===== src/hdl/pmic_rb_pkg.sv =====
// Shared types, register addresses and constants of the PMIC register block.
`default_nettype none
package pmic_rb_pkg;

	localparam int OP_W       = 2;
	localparam int ADDR_W     = 8;
	localparam int DATA_W     = 8;
	localparam int SAMPLE_W   = 12;
	localparam int IN_DATA_W  = 32;
	localparam int OUT_DATA_W = 56;

	localparam logic [OP_W-1:0] OP_NONE  = 2'd0;
	localparam logic [OP_W-1:0] OP_READ  = 2'd1;
	localparam logic [OP_W-1:0] OP_WRITE = 2'd2;

	localparam logic [ADDR_W-1:0] ADDR_POWER_STATUS = 8'h00;
	localparam logic [ADDR_W-1:0] ADDR_OUTPUT_CTRL  = 8'h12;
	localparam logic [ADDR_W-1:0] ADDR_DCDC2        = 8'h23;
	localparam logic [ADDR_W-1:0] ADDR_DCDC1        = 8'h26;
	localparam logic [ADDR_W-1:0] ADDR_DCDC3        = 8'h27;
	localparam logic [ADDR_W-1:0] ADDR_LDO_PAIR     = 8'h28;
	localparam logic [ADDR_W-1:0] ADDR_SHUTDOWN     = 8'h32;
	localparam logic [ADDR_W-1:0] ADDR_MISC1        = 8'h33;
	localparam logic [ADDR_W-1:0] ADDR_MISC2        = 8'h35;
	localparam logic [ADDR_W-1:0] ADDR_MISC3        = 8'h36;
	localparam logic [ADDR_W-1:0] ADDR_IRQ_ENABLE   = 8'h42;
	localparam logic [ADDR_W-1:0] ADDR_IRQ_STATUS   = 8'h46;
	localparam logic [ADDR_W-1:0] ADDR_BATT_HIGH    = 8'h78;
	localparam logic [ADDR_W-1:0] ADDR_BATT_LOW     = 8'h79;
	localparam logic [ADDR_W-1:0] ADDR_MISC4        = 8'h82;
	localparam logic [ADDR_W-1:0] ADDR_GPIO_FUNC    = 8'h90;
	localparam logic [ADDR_W-1:0] ADDR_GPIO_VOLT    = 8'h91;

	localparam logic [DATA_W-1:0] STATUS_VBUS      = 8'h20;
	localparam logic [6:0]        RAIL_ENABLE_BITS = 7'h5F;
	localparam logic [2:0]        GPIO_FUNC_LDO    = 3'h2;

	typedef struct packed {
		logic [SAMPLE_W-1:0] battery_sample;
		logic                long_key_event;
		logic                short_key_event;
		logic                vbus_in;
		logic [DATA_W-1:0]   wdata;
		logic [ADDR_W-1:0]   addr;
		logic [OP_W-1:0]     op;
	} item_t;

	typedef struct packed {
		logic        irq_out;
		logic        power_off_req;
		logic        ldoio_on;
		logic [3:0]  ldoio_code;
		logic [3:0]  ldo3_code;
		logic [3:0]  ldo2_code;
		logic [6:0]  dcdc3_code;
		logic [5:0]  dcdc2_code;
		logic [6:0]  dcdc1_code;
		logic [6:0]  rail_enables;
		logic [7:0]  rdata;
	} res_t;

endpackage
`default_nettype wire


===== src/hdl/pmic_rb_regs.sv =====
// Register storage, access decode, key-event latching and result decode.
`default_nettype none
module pmic_rb_regs (
	input  wire logic               clk,
	input  wire logic               arst_n,
	input  wire logic               adv,
	input  wire pmic_rb_pkg::item_t item,
	output pmic_rb_pkg::res_t       res
);
	import pmic_rb_pkg::*;

	logic [7:0]  out_ctrl_q, dcdc1_q, dcdc2_q, dcdc3_q, ldo_pair_q;
	logic [7:0]  shutdown_q, misc1_q, misc2_q, misc3_q, misc4_q;
	logic [7:0]  irq_en_q, gpio_func_q, gpio_volt_q;
	logic [1:0]  irq_stat_q;
	logic [11:0] batt_q;

	logic [7:0]  out_ctrl_d, dcdc1_d, dcdc2_d, dcdc3_d, ldo_pair_d;
	logic [7:0]  shutdown_d, misc1_d, misc2_d, misc3_d, misc4_d;
	logic [7:0]  irq_en_d, gpio_func_d, gpio_volt_d;
	logic [1:0]  irq_stat_clr, irq_stat_d;
	logic [7:0]  rd_byte;

	always_comb begin
		out_ctrl_d   = out_ctrl_q;
		dcdc1_d      = dcdc1_q;
		dcdc2_d      = dcdc2_q;
		dcdc3_d      = dcdc3_q;
		ldo_pair_d   = ldo_pair_q;
		shutdown_d   = shutdown_q;
		misc1_d      = misc1_q;
		misc2_d      = misc2_q;
		misc3_d      = misc3_q;
		misc4_d      = misc4_q;
		irq_en_d     = irq_en_q;
		gpio_func_d  = gpio_func_q;
		gpio_volt_d  = gpio_volt_q;
		irq_stat_clr = irq_stat_q;
		if (item.op == OP_WRITE) begin
			unique case (item.addr)
				ADDR_OUTPUT_CTRL: out_ctrl_d   = item.wdata;
				ADDR_DCDC1:       dcdc1_d      = item.wdata;
				ADDR_DCDC2:       dcdc2_d      = item.wdata;
				ADDR_DCDC3:       dcdc3_d      = item.wdata;
				ADDR_LDO_PAIR:    ldo_pair_d   = item.wdata;
				ADDR_SHUTDOWN:    shutdown_d   = item.wdata;
				ADDR_MISC1:       misc1_d      = item.wdata;
				ADDR_MISC2:       misc2_d      = item.wdata;
				ADDR_MISC3:       misc3_d      = item.wdata;
				ADDR_MISC4:       misc4_d      = item.wdata;
				ADDR_IRQ_ENABLE:  irq_en_d     = item.wdata;
				ADDR_GPIO_FUNC:   gpio_func_d  = item.wdata;
				ADDR_GPIO_VOLT:   gpio_volt_d  = item.wdata;
				ADDR_IRQ_STATUS:  irq_stat_clr = irq_stat_q & ~item.wdata[1:0];
				default: ;
			endcase
		end
		// A new event wins over a clear in the same transaction.
		irq_stat_d = irq_stat_clr |
			({item.short_key_event, item.long_key_event} & irq_en_q[1:0]);
	end

	always_comb begin
		rd_byte = '0;
		if (item.op == OP_READ) begin
			unique case (item.addr)
				ADDR_POWER_STATUS: rd_byte = item.vbus_in ? STATUS_VBUS : 8'h00;
				ADDR_OUTPUT_CTRL:  rd_byte = out_ctrl_q;
				ADDR_DCDC1:        rd_byte = dcdc1_q;
				ADDR_DCDC2:        rd_byte = dcdc2_q;
				ADDR_DCDC3:        rd_byte = dcdc3_q;
				ADDR_LDO_PAIR:     rd_byte = ldo_pair_q;
				ADDR_SHUTDOWN:     rd_byte = shutdown_q;
				ADDR_MISC1:        rd_byte = misc1_q;
				ADDR_MISC2:        rd_byte = misc2_q;
				ADDR_MISC3:        rd_byte = misc3_q;
				ADDR_MISC4:        rd_byte = misc4_q;
				ADDR_IRQ_ENABLE:   rd_byte = irq_en_q;
				ADDR_GPIO_FUNC:    rd_byte = gpio_func_q;
				ADDR_GPIO_VOLT:    rd_byte = gpio_volt_q;
				ADDR_IRQ_STATUS:   rd_byte = {6'b0, irq_stat_q};
				ADDR_BATT_HIGH:    rd_byte = batt_q[11:4];
				ADDR_BATT_LOW:     rd_byte = {4'b0, batt_q[3:0]};
				default:           rd_byte = '0;
			endcase
		end
	end

	always_ff @(posedge clk or negedge arst_n) begin
		if (!arst_n) begin
			out_ctrl_q  <= '0;
			dcdc1_q     <= '0;
			dcdc2_q     <= '0;
			dcdc3_q     <= '0;
			ldo_pair_q  <= '0;
			shutdown_q  <= '0;
			misc1_q     <= '0;
			misc2_q     <= '0;
			misc3_q     <= '0;
			misc4_q     <= '0;
			irq_en_q    <= '0;
			gpio_func_q <= '0;
			gpio_volt_q <= '0;
			irq_stat_q  <= '0;
			batt_q      <= '0;
		end else if (adv) begin
			out_ctrl_q  <= out_ctrl_d;
			dcdc1_q     <= dcdc1_d;
			dcdc2_q     <= dcdc2_d;
			dcdc3_q     <= dcdc3_d;
			ldo_pair_q  <= ldo_pair_d;
			shutdown_q  <= shutdown_d;
			misc1_q     <= misc1_d;
			misc2_q     <= misc2_d;
			misc3_q     <= misc3_d;
			misc4_q     <= misc4_d;
			irq_en_q    <= irq_en_d;
			gpio_func_q <= gpio_func_d;
			gpio_volt_q <= gpio_volt_d;
			irq_stat_q  <= irq_stat_d;
			batt_q      <= item.battery_sample;
		end
	end

	always_comb begin
		res.rdata         = rd_byte;
		res.rail_enables  = out_ctrl_d[6:0] & RAIL_ENABLE_BITS;
		res.dcdc1_code    = dcdc1_d[6:0];
		res.dcdc2_code    = dcdc2_d[5:0];
		res.dcdc3_code    = dcdc3_d[6:0];
		res.ldo2_code     = ldo_pair_d[7:4];
		res.ldo3_code     = ldo_pair_d[3:0];
		res.ldoio_code    = gpio_volt_d[7:4];
		res.ldoio_on      = (gpio_func_d[2:0] == GPIO_FUNC_LDO);
		res.power_off_req = shutdown_d[7];
		res.irq_out       = |irq_stat_d;
	end

endmodule
`default_nettype wire


===== src/hdl/pmic_register_block_core.sv =====
// Top level of the PMIC register block: input stage, register file and result stage.
// One transaction carries an optional register read or write plus sampled pins and
// yields exactly one result transaction. The block takes a new transaction every clock
// cycle unless a result stalls at the output; each one is held in the input register,
// where the register file decodes it and updates its state, and then waits in the result
// register until taken. Reads see register contents from before the transaction, except
// power status at 0x00, which shows the VBUS pin of the same transaction; all other
// result fields show the state after it.
`default_nettype none
module pmic_register_block_core (
	input  wire logic                                clk,
	input  wire logic                                arst_n,
	input  wire logic                                s_tvalid,
	output logic                                     s_tready,
	// addr, wdata, vbus_in, short_key_event, long_key_event, battery_sample, zero pad
	input  wire logic [pmic_rb_pkg::IN_DATA_W-1:0]   s_tdata,
	// op
	input  wire logic [pmic_rb_pkg::OP_W-1:0]        s_tuser,
	output logic                                     m_tvalid,
	input  wire logic                                m_tready,
	// rdata, rail_enables, dcdc1_code, dcdc2_code, dcdc3_code, ldo2_code, ldo3_code,
	// ldoio_code, ldoio_on, power_off_req, irq_out, zero pad
	output logic [pmic_rb_pkg::OUT_DATA_W-1:0]       m_tdata
);
	import pmic_rb_pkg::*;

	item_t item_in, item_s1;
	res_t  res, res_s2;
	logic  valid_s1, valid_s2, adv;

	assign item_in.op              = s_tuser;
	assign item_in.addr            = s_tdata[7:0];
	assign item_in.wdata           = s_tdata[15:8];
	assign item_in.vbus_in         = s_tdata[16];
	assign item_in.short_key_event = s_tdata[17];
	assign item_in.long_key_event  = s_tdata[18];
	assign item_in.battery_sample  = s_tdata[30:19];

	assign adv      = valid_s1 && (!valid_s2 || m_tready);
	assign s_tready = !valid_s1 || adv;

	always_ff @(posedge clk or negedge arst_n) begin
		if (!arst_n) begin
			valid_s1 <= 1'b0;
		end else if (s_tready) begin
			valid_s1 <= s_tvalid;
		end
	end

	always_ff @(posedge clk) begin
		if (s_tvalid && s_tready) begin
			item_s1 <= item_in;
		end
	end

	pmic_rb_regs u_regs (
		.clk    (clk),
		.arst_n (arst_n),
		.adv    (adv),
		.item   (item_s1),
		.res    (res)
	);

	always_ff @(posedge clk or negedge arst_n) begin
		if (!arst_n) begin
			valid_s2 <= 1'b0;
		end else if (adv) begin
			valid_s2 <= 1'b1;
		end else if (m_tready) begin
			valid_s2 <= 1'b0;
		end
	end

	always_ff @(posedge clk) begin
		if (adv) begin
			res_s2 <= res;
		end
	end

	assign m_tvalid = valid_s2;
	assign m_tdata  = {6'b0, res_s2.irq_out, res_s2.power_off_req, res_s2.ldoio_on,
		res_s2.ldoio_code, res_s2.ldo3_code, res_s2.ldo2_code, res_s2.dcdc3_code,
		res_s2.dcdc2_code, res_s2.dcdc1_code, res_s2.rail_enables, res_s2.rdata};

endmodule
`default_nettype wire


===== config.mk =====
export PLATFORM = sky130hd
export DESIGN_NAME = pmic_register_block_core
export DESIGN_NICKNAME = d
export VERILOG_FILES = /design/src/hdl/pmic_rb_pkg.sv /design/src/hdl/pmic_rb_regs.sv /design/src/hdl/pmic_register_block_core.sv
export SDC_FILE = /design/constraint.sdc
export NUM_CORES = 1
export LEC_CHECK = 0
export BUFFER_PORTS_ARGS = -buffer_cell sky130_fd_sc_hd__buf_2
export CORE_MARGIN = 2
export CORE_UTILIZATION = 53
export DETAILED_ROUTE_END_ITERATION = 8
export GPL_ROUTABILITY_DRIVEN = 1
export PLACE_DENSITY = 0.76
export SLEW_MARGIN = 5
export SYNTH_ARGS = -nofsm -noshare
export SYNTH_HDL_FRONTEND = slang
export SYNTH_HIERARCHICAL = 1
export SYNTH_SLANG_ARGS = --single-unit

===== constraint.sdc =====
create_clock -name clk -period 2.9 [get_ports clk]
set_input_delay 0.58 -clock clk [delete_from_list [all_inputs] [get_ports clk]]
set_output_delay 0.58 -clock clk [all_outputs]
set_load 0.01 [all_outputs]

-- After elaboration in Yosys (flattened, before gate mapping)
Cells that the tools add are included.
- output and inout bits: 58
- logic and storage cells: 108
- input port bits: 38
- register bits: 202
- reduce and logical (&&, ||, !) cells: 21
- equality and inequality tests: 19
- bitwise gates (word level): 4
- muxes and demuxes: 22
- operator list (cell ; count):
    one-hot mux 8 bit (17 select lines) ; 1
    == test 8 x 6 -> 1 bit, second input constant ; 8
    two-way mux 8 bit ; 6
    two-way mux 7 bit ; 6
    AND reduction 3 bit ; 12
    == test 8 x 7 -> 1 bit, second input constant ; 4
    == test 8 bit, second input constant ; 3
    two-way mux 6 bit ; 3
    == test 8 x 5 -> 1 bit, second input constant ; 1
    logical NOT 8 bit ; 1
    two-way mux 3 bit ; 2
    bitwise AND 2 bit ; 2
    two-way mux 2 bit ; 2
    == test 3 x 2 -> 1 bit, second input constant ; 1
    == test 2 x 1 -> 1 bit, second input constant ; 1
    == test 2 bit, second input constant ; 1
    logical AND 1 bit ; 2
    logical NOT 1 bit ; 2
    logical OR 1 bit ; 2
    two-way mux 1 bit ; 2
    inverter 2 bit ; 1
    bitwise OR 2 bit ; 1
    nonzero test 2 bit ; 1
    OR reduction 2 bit ; 1

-- Logic depth before layout (Yosys ltp)
- word-level depth: 6
- depth in mapped cells: 8
- depth with buffers taken out: 5

-- Hierarchy
The synthesis kept the hierarchy.
- by module, submodules not included (module ; cells each ; seq. area each (um^2) ; instances ; area each (um^2)):
    pmic_rb_regs ; 536 ; 2952.8 ; 1 ; 6520.0
    pmic_register_block_core ; 98 ; 2542.4 ; 1 ; 2645.0

-- Worst setup path after synthesis
Ideal clock, no wire load.
- kind: input to register
- from: in m_tready
- to: reg u_regs.batt_q[0]
- stages on the path: 6
- path slack: -0.433 ns
- buffers on the path: 3
- library setup time: 0.125 ns
- data required time: 2.775 ns
- arrival: 3.208 ns
- cell sequence: nand2b_1 and2_1 clkbuf_1 clkbuf_1 clkbuf_1 mux2_2
- word-level cells in the longest chain between the ends: 2
- ends and longest elaborated chain (element ; RTL line ; RTL):
    from (decl) ; pmic_register_block_core.sv:20 ; input wire logic m_tready,
    logical OR 1 bit ; pmic_register_block_core.sv:39 ; assign adv = valid_s1 && (!valid_s2 || m_tready);
    logical AND 1 bit ; pmic_register_block_core.sv:39 ;
    net adv ; pmic_register_block_core.sv:29 ; logic valid_s1, valid_s2, adv;
    to (signal assigned) ; pmic_rb_regs.sv:121 ; batt_q <= item.battery_sample;
    to (decl) ; pmic_rb_regs.sv:16 ; logic [11:0] batt_q;
The timed path passes the listed nets, and every way through them passes these cells.
A chain may end at the register's enable or synchronous reset.

-- Final worst setup path
- from: reg item_s1[7] (netlist name)
- to: reg res_s2, in the netlist m_tdata[7], data pin
- word-level cells in the longest chain between the ends: 2
- elaborated cells on any way between the ends: 18
- those cells by class: eq/ne: 16; mux: 1; reduce/logical: 1
- ends and longest elaborated chain (element ; RTL line ; RTL):
    from (decl) ; pmic_register_block_core.sv:27 ; item_t item_in, item_s1;
    from (signal assigned) ; pmic_register_block_core.sv:52 ; item_s1 <= item_in;
    == test 8 x 7 -> 1 bit (tied with other cells) ; pmic_rb_regs.sv:66 ; unique case (item.addr)
    one-hot mux 8 bit (17 select lines) * ; pmic_rb_regs.sv:66 ;
    to (signal assigned) ; pmic_register_block_core.sv:76 ; res_s2 <= res;
    to (decl) ; pmic_register_block_core.sv:28 ; res_t res, res_s2;
Every way passes the cells marked *; elsewhere a longest branch is shown, timed or not.

==> metrics.md <==
| Metric | Value |
|---|---|
| # clock sinks | between 200 and 250 |
| Via count | ~5800 |
| WL/cell | between 20 and 25 µm |
| Type of the worst setup path | reg -> reg |
| Placed Cells | around 940 |
| Critical Path Fanout Max | 10 |
| Worst EP arrival | between 2 and 3 ns |
| Post_cts resized | 0 |
| Longest Clk Path Bufs | 3 |
| Clock root buffer | clkbuf_16 |
| Vias in the first global route | roughly 6000 |
| Setup Viol. Count Final | 0 |
| Layout cells sized above 1 | ~44% |
| Post-Synthesis Cells | 634 |
| Cell row count | 48 |
| Maximum vdd drop | roughly 0.64 mV |
| TritonCTS clock tree | done |
| Crit path top cell by count | a31oi_1 |
| Worst r2r src | item_s1[7] |
| Num CTS Buffers | 22 |
| RSZ-0062 raised after global routing | no |
| DRT Wirelength | roughly 22 mm |
| Io pins | 96 |
| YS warnings | 6 |
| RR Endpoint | m_tdata[7] |
| Seq/Total Area, Yosys | around three fifths |
| Dpl hpwl | between 15 and 20 mm |
| Synthesis-to-layout area growth | 16.2% |
| Fin. max-slew vios | 0 |
| Period minus WS final | 2.59 ns |
| R2R setup slack | about 0.31 ns |
| NumNets Final | 773 |
| Grt ovf | 0 |
| Max Clk Rate | 386 MHz |
| DIE AREA | 18400 µm² |
| Initial Utilization | 53.5% |
| Worst-path clk slew | 0.06 ns |
| Status | finished clean |
| Hold Vio Cnt, Final | 0 |
| Master of the slowest instance on the critical path | nor4b_2 |
| Largest net degree at the start of global routing | 64 |
| 1st-iter DRT viols | roughly 460 |
| Drt first pass iters | 5 |
| Detail Route Antenna Nets | 0 |
| Mapped Avg Cell Area | 14.5 µm² |
| H-tree depth | 1 |
| Die width | around 140 µm |
| CP bufs+invs | 1 |
| Initial antenna violation count | 0 |
| Ys flop type | dfrtp_1 |
| Synth cell types | 65 |
| Post-synth design cell area | slightly above 9000 µm² |
| Setup_tns | 0 ns |
| Pwr dens | 603 nW/µm² |
| EDFF count, synth | a little over 80 |
| Slew headroom | a little over two fifths |
| Crit end category | flop |
| Vias per inst | 5.98 |
| Hold buffer count at CTS | 0 |
| Yosys reg bits | a little over 200 |
| Period utilisation layout | between 80 and 90% |
| Post-Route Skew | about 0.0084 ns |
| Clock latency on the worst-skew pair | a little under 0.5 ns |
| All-Layer GR Usage | 24.8% |
| First-pass GRT wire length | 34.3 mm |
| Post-CTS Setup Repair Bufs | 0 |
| HP Class | in -> async |
| Delay-heaviest family, CP | simple AND/OR/NAND/NOR gates |
| Post-layout util | 62.2% |
| Fin cells | 976 |
| Async SR Flop Fraction | just under 60% |
| CP cell instances | nor4b_2, or4b_1, a31oi_1, o41ai_2, buf_4, a31oi_1 |
| MaxCap Viol Count | 0 |
| P_leak | ~4.8 nW |
| CP startpoint kind | flop |
| Core area | about 17000 µm² |
| Delay of the slowest critical-path stage | approximately 0.65 ns |
| Worst-Margin Slew | 0.851 ns |
| Die Y | ~140 µm |
| # DRC | 0 |
| Diode count | 0 |
| GP Congestion | 0.950 |
| Worst reg2reg path depth | 6 |
| Port Buf Inserts | roughly 90 |
| Req. time, crit path | ~3.2 ns |
==> worst max path at each step <==
stage,to,slack [ns],startpoint,depth (start not counted)
final,m_tdata[7],0.31,item_s1[7],6
after global routing,m_tdata[4],0.23,item_s1[7],6
after CTS,m_tdata[3],0.36,item_s1[7],6
after detailed placement,m_tdata[3],0.39,item_s1[7],6
after global placement,m_tdata[0],0.35,item_s1[7],6
after floorplan,u_regs/batt_q[0],0.1,m_tready,6
==> metal layers <==
layer,global-route usage (%),up-vias,share of wire (%)
met2,40.8,253,49
met3,3.29,42,6.1
met4,8.62,0,2.7
met5,0,-,0
met1,34.3,2928,43
li1,-,2614,-
==> power breakdown <==
part	internal, mW	leakage, nW	switching (mW)
combinational	0.183	1.96	0.254
clock	1.63	0.353	1.07
sequential	3.15	2.46	0.126
total	4.97	4.77	1.45
==> final cells by class <==
| type | count | area (µm²) |
|---|---|---|
| Clock inverter | 8 | 42.5 |
| Clock buffer | 32 | 682 |
| Tap cell | 225 | 282 |
| Timing Repair Buffer | 123 | 718 |
| Multi-Input combinational cell | 383 | 3420 |
| Sequential cell | 203 | 5500 |
| Fill cell | 1289 | 6460 |
| Inverter | 2 | 7.51 |
==> layout by cell type, fill, tap and decap left out, drive strengths merged, types with 4 or more instances in the layout <==
master  count
buf       123
o22ai       5
a22oi      13
nor2       15
a22o       14
mux2      159
clkinv      6
a21oi       9
dfrtp     120
conb        7
and2        4
o21ai      12
and3        4
nor4b       5
a32oi       4
clkbuf     32
nand4       7
a31oi       7
edfxtp     83
a311oi      4
nand3      16
mux2i      16
nor3        4
nand2      24
nor2b      10
nor3b       5
==> registers in the layout (all words and copies together) (netlist names), 2 cells and up <==
signal,count
item_s1,33
u_regs/gpio_volt_q,8
u_regs/dcdc1_q,8
u_regs/misc3_q,8
u_regs/shutdown_q,8
u_regs/dcdc3_q,8
u_regs/dcdc2_q,8
u_regs/irq_en_q,8
u_regs/gpio_func_q,8
u_regs/misc2_q,8
u_regs/ldo_pair_q,8
u_regs/irq_stat_q,2
u_regs/misc4_q,8
m_tdata,50
u_regs/batt_q,12
u_regs/out_ctrl_q,8
u_regs/misc1_q,8
==> through the flow <==
stage / power (mW) / hold WS (ns) / worst slack (ns) / instance area (µm²)
after floorplan: 3.55 / 0.284 / 0.0950 / 9190
after global placement: 3.76 / 0.456 / 0.350 / 9930
after detailed placement: 3.78 / 0.468 / 0.388 / 9930
after CTS: 6.48 / 0.0164 / 0.360 / 10700
after global routing: 6.67 / 0.0335 / 0.232 / 10700
final: 6.42 / 0.0188 / 0.306 / 10700
==> logic make-up after synthesis <==
logic type | after synthesis | share of synthesized area (%)
flip-flops | 203 | 60.0
multiplexers | 175 | 21.6
AO/OA/AOI/OAI | 83 | 6.76
other | 2 | 0.0819
AND/OR/NAND/NOR | 118 | 8.68
buffers and inverters | 53 | 2.91
==> synth_stat cells, types with 5 or more instances <==
master / count / share of area, %
dfrtp_1: 120 / 33
a22o_1: 14 / 1.3
buf_4: 9 / 0.74
mux2i_1: 16 / 1.7
o21ai_0: 12 / 0.66
mux2_2: 144 / 18
mux2_1: 7 / 0.86
nor2_1: 13 / 0.53
a22oi_1: 13 / 1.1
nor2b_1: 10 / 0.68
nand3_1: 15 / 0.82
mux2_4: 8 / 1.3
a21oi_1: 9 / 0.49
clkbuf_1: 24 / 0.98
o22ai_1: 5 / 0.34
nand2_1: 23 / 0.94
buf_2: 15 / 0.82
nand4_1: 7 / 0.48
edfxtp_1: 83 / 27
a31oi_1: 7 / 0.48
==> worst reg2reg max path: cells and delay by family (launching register included) <==
family | cells | cell delay [ns]
flip-flops | 1 | 0.55
AND/OR/NAND/NOR | 2 | 1.14
buffers and inverters | 1 | 0.19
AO/OA/AOI/OAI | 3 | 0.54
Note: power is estimated with default switching activity, not from simulation.
